## config.mk

```make
export PLATFORM = sky130hd
export DESIGN_NAME = lpq_front_flat
export DESIGN_NICKNAME = d
export VERILOG_FILES = /design/src/hw/rtl/lpq_pkg.sv /design/src/hw/rtl/lpq_req_if.sv /design/src/hw/rtl/lpq_front.sv /design/src/flat_wrapper.sv
export SDC_FILE = /design/constraint.sdc
export NUM_CORES = 1
export LEC_CHECK = 0
export BUFFER_PORTS_ARGS = -buffer_cell sky130_fd_sc_hd__buf_2
export CAP_MARGIN = 0
export CORE_MARGIN = 2
export CORE_UTILIZATION = 51
export DETAILED_ROUTE_END_ITERATION = 8
export HOLD_SLACK_MARGIN = 0.15
export PLACE_DENSITY = 0.89
export REMOVE_ABC_BUFFERS = 1
export SETUP_SLACK_MARGIN = 0.4
export SLEW_MARGIN = 20
export SYNTH_ARGS = -nofsm -noshare
export SYNTH_HDL_FRONTEND = slang
export SYNTH_SLANG_ARGS = --single-unit
```

## constraint.sdc

```tcl
create_clock -name clock -period 1.9 [get_ports clock]
set_input_delay 0 -clock clock [delete_from_list [all_inputs] [get_ports clock]]
set_output_delay 0 -clock clock [all_outputs]
set_load 0.03 [all_outputs]
```

## src/hw/rtl/lpq_pkg.sv

```systemverilog
// ----------------------------------------------------------------------------
// lpq_pkg: shared types and constants of the packet ring queue
// Sizes, request and status codes, command and configuration structs and
// the ring position helpers.
// ----------------------------------------------------------------------------
package lpq_pkg;

   localparam int RING_BYTES = 4096;
   localparam int MAX_PACKET = 64;
   localparam int HDR_BYTES  = 4;
   localparam int SPACE_MIN  = 16;

   localparam int POS_W    = $clog2(RING_BYTES);
   localparam int SPACE_W  = 13;
   localparam int MBL_W    = 7;
   localparam int BYTE_W   = 8;
   localparam int LEN_W    = $clog2(MAX_PACKET);
   localparam int BYTES_W  = 13;
   localparam int PKTS_W   = 11;
   localparam int TOTAL_W  = 7;
   localparam int STATUS_W = 3;
   localparam int SPAN_W   = (POS_W + 1 > SPACE_W) ? POS_W + 1 : SPACE_W;

   localparam int CMDQ_DEPTH = 2;
   localparam int CMDQ_AW    = (CMDQ_DEPTH > 1) ? $clog2(CMDQ_DEPTH) : 1;

   localparam int CSR_ADDR_W = 3;
   localparam int CSR_DATA_W = 32;
   localparam logic REG_SPACE_SIZE    = 1'b0;
   localparam logic REG_MAX_BLOCK_LEN = 1'b1;

   // request codes on the input channel
   localparam logic [1:0] REQ_PUSH  = 2'd0;
   localparam logic [1:0] REQ_POP   = 2'd1;
   localparam logic [1:0] REQ_CLEAR = 2'd2;
   localparam logic [1:0] REQ_NOP   = 2'd3;

   // result status codes
   localparam logic [STATUS_W-1:0] ST_OK        = 3'd0;
   localparam logic [STATUS_W-1:0] ST_FULL      = 3'd1;
   localparam logic [STATUS_W-1:0] ST_BAD_LEN   = 3'd2;
   localparam logic [STATUS_W-1:0] ST_EMPTY     = 3'd3;
   localparam logic [STATUS_W-1:0] ST_BAD_LIMIT = 3'd4;

   // command kinds after classification in the front end
   localparam logic [2:0] KIND_PUSH      = 3'd0;
   localparam logic [2:0] KIND_POP       = 3'd1;
   localparam logic [2:0] KIND_BAD_LIMIT = 3'd2;
   localparam logic [2:0] KIND_CLEAR     = 3'd3;
   localparam logic [2:0] KIND_NOP       = 3'd4;

   typedef struct packed {
      logic [2:0]        kind;
      logic [BYTE_W-1:0] pkt_len;
      logic [BYTE_W-1:0] data_byte;
      logic [BYTE_W-1:0] read_limit;
   } cmd_type;

   typedef struct packed {
      logic    valid;
      cmd_type cmd;
   } cmdq_type;

   typedef struct packed {
      logic [SPACE_W-1:0] space_size;
      logic [MBL_W-1:0]   max_block_len;
   } cfg_type;

   // advance a ring position, wrapping at the configured size
   function automatic logic [POS_W-1:0] next_pos(input logic [POS_W-1:0]   pos,
                                                 input logic [SPACE_W-1:0] space);
      logic [SPAN_W-1:0] inc;
      inc = SPAN_W'(pos) + SPAN_W'(1);
      return (inc >= SPAN_W'(space)) ? '0 : POS_W'(inc);
   endfunction

   function automatic logic [SPACE_W-1:0] clamp_space(input logic [SPACE_W-1:0] v);
      logic [SPACE_W-1:0] r;
      r = v;
      if (32'(v) < 32'(SPACE_MIN)) r = SPACE_W'(SPACE_MIN);
      else if (32'(v) > 32'(RING_BYTES)) r = SPACE_W'(RING_BYTES);
      return r;
   endfunction

endpackage

```

## src/hw/rtl/lpq_req_if.sv

```systemverilog
// ----------------------------------------------------------------------------
// lpq_req_if: request channel
// Valid/ready channel carrying one push, pop or clear request per beat.
// ----------------------------------------------------------------------------
interface lpq_req_if;
   import lpq_pkg::*;

   logic              valid;
   logic              ready;
   logic [1:0]        req_type;
   logic [BYTE_W-1:0] pkt_len;
   logic [BYTE_W-1:0] data_byte;
   logic [BYTE_W-1:0] read_limit;

   modport source (output valid, req_type, pkt_len, data_byte, read_limit,
                   input  ready);
   modport sink   (input  valid, req_type, pkt_len, data_byte, read_limit,
                   output ready);
endinterface

```

## src/hw/rtl/lpq_front.sv

```systemverilog
// ----------------------------------------------------------------------------
// lpq_front: request intake
// Accepts request beats, classifies them into commands and holds them in a
// short queue for the back end.
// ----------------------------------------------------------------------------
module lpq_front (
   input  logic             clock,
   input  logic             reset,
   lpq_req_if.sink          req_bus,
   input  logic             cmd_pop,
   output lpq_pkg::cmdq_type cmdq
);
   import lpq_pkg::*;

   cmd_type              q_mem_ff [CMDQ_DEPTH];
   logic [CMDQ_AW-1:0]   wr_ptr_ff, wr_ptr_in;
   logic [CMDQ_AW-1:0]   rd_ptr_ff, rd_ptr_in;
   logic [CMDQ_AW:0]     count_ff, count_in;
   cmd_type              new_cmd;
   logic                 do_push;
   logic                 do_pop;

   always_comb begin
      new_cmd.pkt_len    = req_bus.pkt_len;
      new_cmd.data_byte  = req_bus.data_byte;
      new_cmd.read_limit = req_bus.read_limit;
      unique case (req_bus.req_type)
         REQ_PUSH:  new_cmd.kind = KIND_PUSH;
         REQ_POP:   new_cmd.kind = (req_bus.read_limit == '0) ? KIND_BAD_LIMIT : KIND_POP;
         REQ_CLEAR: new_cmd.kind = KIND_CLEAR;
         default:   new_cmd.kind = KIND_NOP;
      endcase
   end

   assign req_bus.ready = (count_ff != (CMDQ_AW+1)'(CMDQ_DEPTH));
   assign do_push       = req_bus.valid && req_bus.ready;
   assign do_pop        = cmd_pop && (count_ff != '0);

   always_comb begin
      wr_ptr_in = wr_ptr_ff;
      rd_ptr_in = rd_ptr_ff;
      count_in  = count_ff;
      if (do_push) begin
         wr_ptr_in = (wr_ptr_ff == CMDQ_AW'(CMDQ_DEPTH - 1)) ? '0 : wr_ptr_ff + 1'b1;
      end
      if (do_pop) begin
         rd_ptr_in = (rd_ptr_ff == CMDQ_AW'(CMDQ_DEPTH - 1)) ? '0 : rd_ptr_ff + 1'b1;
      end
      if (do_push && !do_pop) count_in = count_ff + 1'b1;
      else if (do_pop && !do_push) count_in = count_ff - 1'b1;
   end

   always_ff @(posedge clock) begin
      if (reset) begin
         wr_ptr_ff <= '0;
         rd_ptr_ff <= '0;
         count_ff  <= '0;
      end else begin
         wr_ptr_ff <= wr_ptr_in;
         rd_ptr_ff <= rd_ptr_in;
         count_ff  <= count_in;
      end
   end

   always_ff @(posedge clock) begin
      if (do_push) q_mem_ff[wr_ptr_ff] <= new_cmd;
   end

   assign cmdq.valid = (count_ff != '0);
   assign cmdq.cmd   = q_mem_ff[rd_ptr_ff];
endmodule

```

## src/flat_wrapper.sv

```systemverilog
// flat-port wrapper written by rule: the top's interface ports become plain ports
module lpq_front_flat import lpq_pkg::*;
  (clock, reset, cmd_pop, cmdq, req_bus_valid, req_bus_req_type, req_bus_pkt_len, req_bus_data_byte, req_bus_read_limit, req_bus_ready);
  lpq_req_if req_bus_i ();
  input  logic clock;
  input  logic reset;
  input  logic cmd_pop;
  output lpq_pkg::cmdq_type cmdq;
  input wire logic [$bits(req_bus_i.valid)-1:0] req_bus_valid;
  input wire logic [$bits(req_bus_i.req_type)-1:0] req_bus_req_type;
  input wire logic [$bits(req_bus_i.pkt_len)-1:0] req_bus_pkt_len;
  input wire logic [$bits(req_bus_i.data_byte)-1:0] req_bus_data_byte;
  input wire logic [$bits(req_bus_i.read_limit)-1:0] req_bus_read_limit;
  output wire logic [$bits(req_bus_i.ready)-1:0] req_bus_ready;
  assign req_bus_i.valid = req_bus_valid;
  assign req_bus_i.req_type = req_bus_req_type;
  assign req_bus_i.pkt_len = req_bus_pkt_len;
  assign req_bus_i.data_byte = req_bus_data_byte;
  assign req_bus_i.read_limit = req_bus_read_limit;
  assign req_bus_ready = req_bus_i.ready;
  lpq_front u_core (.clock(clock), .reset(reset), .req_bus(req_bus_i), .cmd_pop(cmd_pop), .cmdq(cmdq));
endmodule
```

==> results of run 1 <==
[power by group]
group | internal, mW | total, mW | switching, mW | leakage [nW]
Combinational | 0.577 | 1.42 | 0.845 | 0.582
Sequential | 1.64 | 1.71 | 0.0707 | 0.548
Clock | 0.447 | 0.873 | 0.426 | 0.0784
Total | 2.66 | 4.00 | 1.34 | 1.21
[per-layer routing]
metal | routed length (µm) | global-route usage | share of wire | vias to the layer above
met5 | 0 | 0 | 0 | -
met4 | 66 | 0.08547 | 0.015 | 0
met3 | 246 | 0.06782 | 0.057 | 6
met2 | 2366 | 0.3185 | 0.54 | 53
met1 | 1667 | 0.2143 | 0.38 | 654
li1 | - | - | - | 657
[cells by family after synthesis]
group                      Yosys count  share of synthesized area
muxes                               27                     0.1370
adders and majority gates            1                   0.005636
xor gates and xnor gates             3                    0.01184
buffers and inverters                4                    0.01070
AOI/OAI and AO/OA                    7                    0.01917
DFF                                 59                     0.7757
and+or+nand+nor                     16                    0.04003
[cells in the mapped netlist]
library cell	instances
mux2_2	27
dfxtp_1	5
and3_1	1
nand2b_1	3
xor2_1	3
buf_4	2
and2_1	2
edfxtp_1	54
ha_1	1
or2_2	1
nor2_1	3
or3_1	1
a21o_1	1
a21oi_1	2
a21bo_2	1
nor4_1	2
o21ai_0	3
inv_1	1
buf_2	1
nand3b_1	1
nand2_1	2
[timing repair]
action | 4_1_cts | 5_1_grt
pin swaps | 3 | 0
setup buffers | 3 | 0
endpoints found under the hold margin | 59 | 2
gates resized for setup | 10 | 5
hold buffers | 29 | 1
endpoints found under the setup margin | 1 | 51
[path summary, 6_finish.rpt]
| path | cells past startpoint | endpoint | slack, ns |
|---|---|---|---|
| setup / recovery | 6 | u_core.count_ff[1] | 0.36 |
| hold / removal | 2 | u_core.q_mem_ff[0][12] | 0.41 |
| setup reg to reg | 6 | u_core.count_ff[1] | 0.36 |
| hold reg to reg | 2 | u_core.rd_ptr_ff | 0.52 |
[per-stage QoR]
step	TNS, ns	util	hold WS [ns]
2_1_floorplan	-0.4913	-	0.06907
3_3_place_gp	0	0.6320	0.1895
3_5_place_dp	0	0.6320	0.1952
4_1_cts	0	0.7557	0.1517
5_1_grt	0	0.7633	0.3856
6_report	0	0.7633	0.4088
[flip-flops by register name (all words and copies together), names as in the netlist, named ones only]
signal,count
u_core.count_ff,2
u_core.q_mem_ff,54
u_core.rd_ptr_ff,1
u_core.wr_ptr_ff,1
[critical path, delay by kind of cell, from the launching register on]
family | cells | cell delay [ns]
AOI/OAI and AO/OA | 1 | 0.15
xor gates and xnor gates | 1 | 0.14
adders and majority gates | 1 | 0.15
DFF | 1 | 0.36
and+or+nand+nor | 3 | 0.65
[final cells by class]
cell class                      count  area (µm²)  share of cell area
Sequential cell                    59        1727              0.5536
Timing Repair Buffer               95       654.4              0.2098
Multi-Input combinational cell     54       523.0              0.1677
Clock buffer                       10       127.6             0.04091
Tap cell                           50       62.56             0.02006
Clock inverter                      5       21.27            0.006819
Inverter                            1       3.754            0.001203
==> results.sh, run 1 <==
export IMPL_finalWirelength_mm=4.346
export IMPL_finalInstanceArea_um2=3119
export IMPL_crit_fanout=4
export IMPL_setup_viol=0
export IMPL_crit_path_top_delay_cell="or3_4"
export IMPL_fill_cells=256
export IMPL_dp_hpwl_mm=2.577
export IMPL_routedWlPerCell_um=15.86
export IMPL_grt_overflow=0
export IMPL_place_area_um2=2582
export IMPL_dp_cells=226
export IMPL_startpoint_type="flip-flop"
export IMPL_htree_levels=3
export IMPL_rows=23
export IMPL_mostFrequentLayoutCell="buf_2"
export IMPL_drt_pre_antenna_iters=4
export IMPL_layout_common_cells="buf_2, edfxtp_1, dlygate4sd3_1, mux2_2, clkbuf_8"
export IMPL_p_leak_nw=1.208
export IMPL_yosysTopAreaCell="edfxtp_1"
export IMPL_grt_start_max_net_pins=28
export IMPL_die_h_um=69.97
export IMPL_die_area_um2=4896
export IMPL_yosys_top_cells_area="edfxtp_1, mux2_2, dfxtp_1"
export IMPL_fmax_mhz=650.5
export IMPL_min_period_ns=1.537
export IMPL_drv_cap=0
export IMPL_max_stage_delay_ns=0.37
export IMPL_ys_warn_count=0
export IMPL_worst_hold_startpoint="req_bus_data_byte[4]"
export IMPL_dr_total_vias=1370
export IMPL_ys_types=21
export IMPL_seq_area_frac_synth=0.7756
export IMPL_antenna_left=0
export IMPL_worst_ep_arrival_time_ns=1.78
export IMPL_synthesis_area_um2=2220
export IMPL_cts_tree="done"
export IMPL_drc_errors=0
export IMPL_cellPowerDensity_nw_per_um2=1284
export IMPL_initial_core_util=0.5432
export IMPL_routabilityCongestion=0.7028
export IMPL_port_buffers=58
export IMPL_fin_ws_ns=0.3627
export IMPL_finalPower_mw=4.004
export IMPL_cts_sinks=59
export IMPL_period_share=0.8091
export IMPL_pin_count=59
export IMPL_yosysTopAreaCellShare=0.7306
export IMPL_cp_end_kind="flip-flop"
export IMPL_vias_per_cell=5.000
export IMPL_insertion_delay_ns=0.32
export IMPL_num_nets_final=251
export IMPL_rsz0062_at_grt="yes"
export IMPL_reg2reg_from="u_core.count_ff[0]"
export IMPL_hp_class="in2reg"
export IMPL_syn2layout_area_growth_pct=40.53
export IMPL_numCtsBuffers=9
export IMPL_critPathKind="reg2reg"
export IMPL_status="completed"
export IMPL_grt_usage=0.1885
export IMPL_worst_pin_slew_ns=0.3831
export IMPL_vdd_ir_drop_max_mv=0.8509
export IMPL_antenna_found_initial=0
export IMPL_core_um2=4086
export IMPL_path_cells="nand2b_4 > and2_4 > ha_4 > xor2_2 > or3_4 > a21oi_2"
export IMPL_drive_gt1_frac=0.5134
export IMPL_skew_ns=0.007279
export IMPL_die_x_um=69.97
export IMPL_slew_violations=0
export IMPL_ys_ff_latch=59
export IMPL_grt_pass1_vias=1445
export IMPL_hold_viol=0
export IMPL_drtIter0Drc=134
export IMPL_final_cells=274
export IMPL_preCtsSetupSlack_ns=0.2436
export IMPL_slew_headroom=0.7423
export IMPL_clockBufferDepth=2
export IMPL_n_antenna_cell=0
export IMPL_syn_instance_count=117
export IMPL_cp_required_ns=2.14
export IMPL_crit_path_start="u_core.count_ff[0]"
export IMPL_clk_pin_slew_worst_paths_ns=0.06
export IMPL_grt_pass1_wl_mm=6.713
export IMPL_syn_avg_cell_area_um2=18.97
export IMPL_root_buffer="clkbuf_8"
Note: power is estimated with default switching activity, not from simulation.
==> inputs of run 2 (changes only) <==
- clock period: 1.9 -> 1.47 ns (I/O delays scaled with it)
==> results.sh, run 2 (same netlist as run 1, synthesis figures left out) <==
export IMPL_slew_headroom=0.6905
export IMPL_hp_class="in2reg"
export IMPL_p_leak_nw=1.361
export IMPL_dr_total_vias=1548
export IMPL_cpLargestDelayFamily="simple AND/OR/NAND/NOR gates"
export IMPL_drtIter0Drc=138
export IMPL_cts_tree="done"
export IMPL_worst_pin_slew_ns=0.4600
export IMPL_cp_end_kind="flip-flop"
export IMPL_fmax_mhz=681.4
export IMPL_drt_pre_antenna_iters=4
export IMPL_routabilityCongestion=0.7268
export IMPL_grt_overflow=0
export IMPL_drv_cap=0
export IMPL_die_x_um=69.97
export IMPL_root_buffer="clkbuf_8"
export IMPL_skew_ns=0.01201
export IMPL_dp_hpwl_mm=2.745
export IMPL_vdd_ir_drop_max_mv=1.194
export IMPL_slew_violations=0
export IMPL_antenna_left=0
export IMPL_syn2layout_area_growth_pct=57.16
export IMPL_grt_pass1_wl_mm=7.721
export IMPL_clockBufferDepth=2
export IMPL_clk_pin_slew_worst_paths_ns=0.06
export IMPL_period_share=0.9983
export IMPL_vias_per_cell=5.338
export IMPL_path_cells="buf_4 > o21ai_4 > ha_4 > or3_4 > a21oi_2"
export IMPL_num_nets_final=266
export IMPL_finalWirelength_mm=5.711
export IMPL_critPathKind="reg2reg"
export IMPL_antenna_found_initial=0
export IMPL_core_um2=4086
export IMPL_max_stage_delay_ns=0.37
export IMPL_path_buf_inv=1
export IMPL_grt_start_max_net_pins=15
export IMPL_rrSetupSlack_ns=0.002
export IMPL_hold_slack_ns=0.1102
export IMPL_crit_path_top_delay_cell="or3_4"
export IMPL_pin_count=59
export IMPL_dp_cells=230
export IMPL_rsz0062_at_grt="yes"
export IMPL_min_period_ns=1.468
export IMPL_die_area_um2=4896
export IMPL_final_cells=290
export IMPL_top_regs="u_core.q_mem_ff x54, u_core.count_ff x2"
export IMPL_cts_sinks=59
export IMPL_die_h_um=69.97
export IMPL_insertion_delay_ns=0.33
export IMPL_tns_ns=0
export IMPL_rows=23
export IMPL_htree_levels=3
export IMPL_n_antenna_cell=0
export IMPL_initial_core_util=0.5432
export IMPL_drive_gt1_frac=0.5750
export IMPL_cellPowerDensity_nw_per_um2=1773
export IMPL_worst_ep_arrival_time_ns=1.72
export IMPL_routedWlPerCell_um=19.69
export IMPL_largest_register="u_core.q_mem_ff"
export IMPL_hold_viol=0
export IMPL_drc_errors=0
export IMPL_status="completed"
export IMPL_largest_reg_flops=54
export IMPL_mostFrequentLayoutCell="buf_2"
export IMPL_setup_viol=0
export IMPL_crit_fanout=2
export IMPL_numCtsBuffers=9
export IMPL_port_buffers=58
export IMPL_layout_common_cells="buf_2, edfxtp_1, dlygate4sd3_1, mux2_2"
export IMPL_startpoint_type="flip-flop"
export IMPL_cp_required_ns=1.72
export IMPL_grt_pass1_vias=1610
export IMPL_grt_usage=0.2205
## run 2: path summary, 6_finish.rpt
check | start | to | depth (start not counted)
hold reg to reg | u_core.count_ff[1] | u_core.count_ff[1] | 2
setup reg to reg | u_core.count_ff[0] | u_core.count_ff[1] | 5
setup / recovery | u_core.count_ff[0] | u_core.count_ff[1] | 5
hold / removal | req_bus_read_limit[6] | u_core.q_mem_ff[0][25] | 4
## run 2: report_power, final
group          switching, mW  internal (mW)
clock                  0.621          0.940
sequential             0.122           2.12
combinational           1.26           1.13
total                   2.00           4.18
## run 2: worst reg2reg max path: stages, from the launching register on
cell and delay (ns):
dfxtp_2 0.33, buf_4 0.15, o21ai_4 0.17, ha_4 0.24, or3_4 0.37, a21oi_2 0.15
## run 2: repair_timing
item | 4_1_cts | 5_1_grt
hold buffers | 28 | 2
hold endpoints to repair | 59 | 4
pin swaps | 3 | 3
buffers inserted | 3 | 5
endpoints found under the setup margin | 87 | 92
gates cloned | 4 | 3
resized for setup | 29 | 11
## run 2: metrics by stage
stage / power [mW] / cell area (µm²) / utilization / setup WS [ns]
CTS: 5.899 / 3337 / 0.8166 / 0.01567
floorplan: 3.354 / 2200 / - / -0.4482
global placement: 3.844 / 2638 / 0.6454 / 0.05928
global route: 6.401 / 3488 / 0.8536 / -0.03191
finish: 6.183 / 3488 / 0.8536 / 0.002434
detailed placement: 3.928 / 2638 / 0.6454 / -0.04818
## run 2: routing by layer
metal / track usage / vias to the layer above / part of all wire
met4: 0.1197 / 0 / 0.042
met5: 0 / - / 0
met1: 0.2208 / 764 / 0.37
met3: 0.05339 / 18 / 0.056
met2: 0.4138 / 75 / 0.53
li1: - / 691 / -
## run 2: layout make-up
cell class                 instances  area (µm²)
inverter                           1       3.754
fill                             187       598.1
multi-input combinational         54       546.8
clock buffer                      10       127.6
tap                               50       62.56
clock inverter                     6       80.08
sequential                        59        1728
timing repair buffer             110       939.7
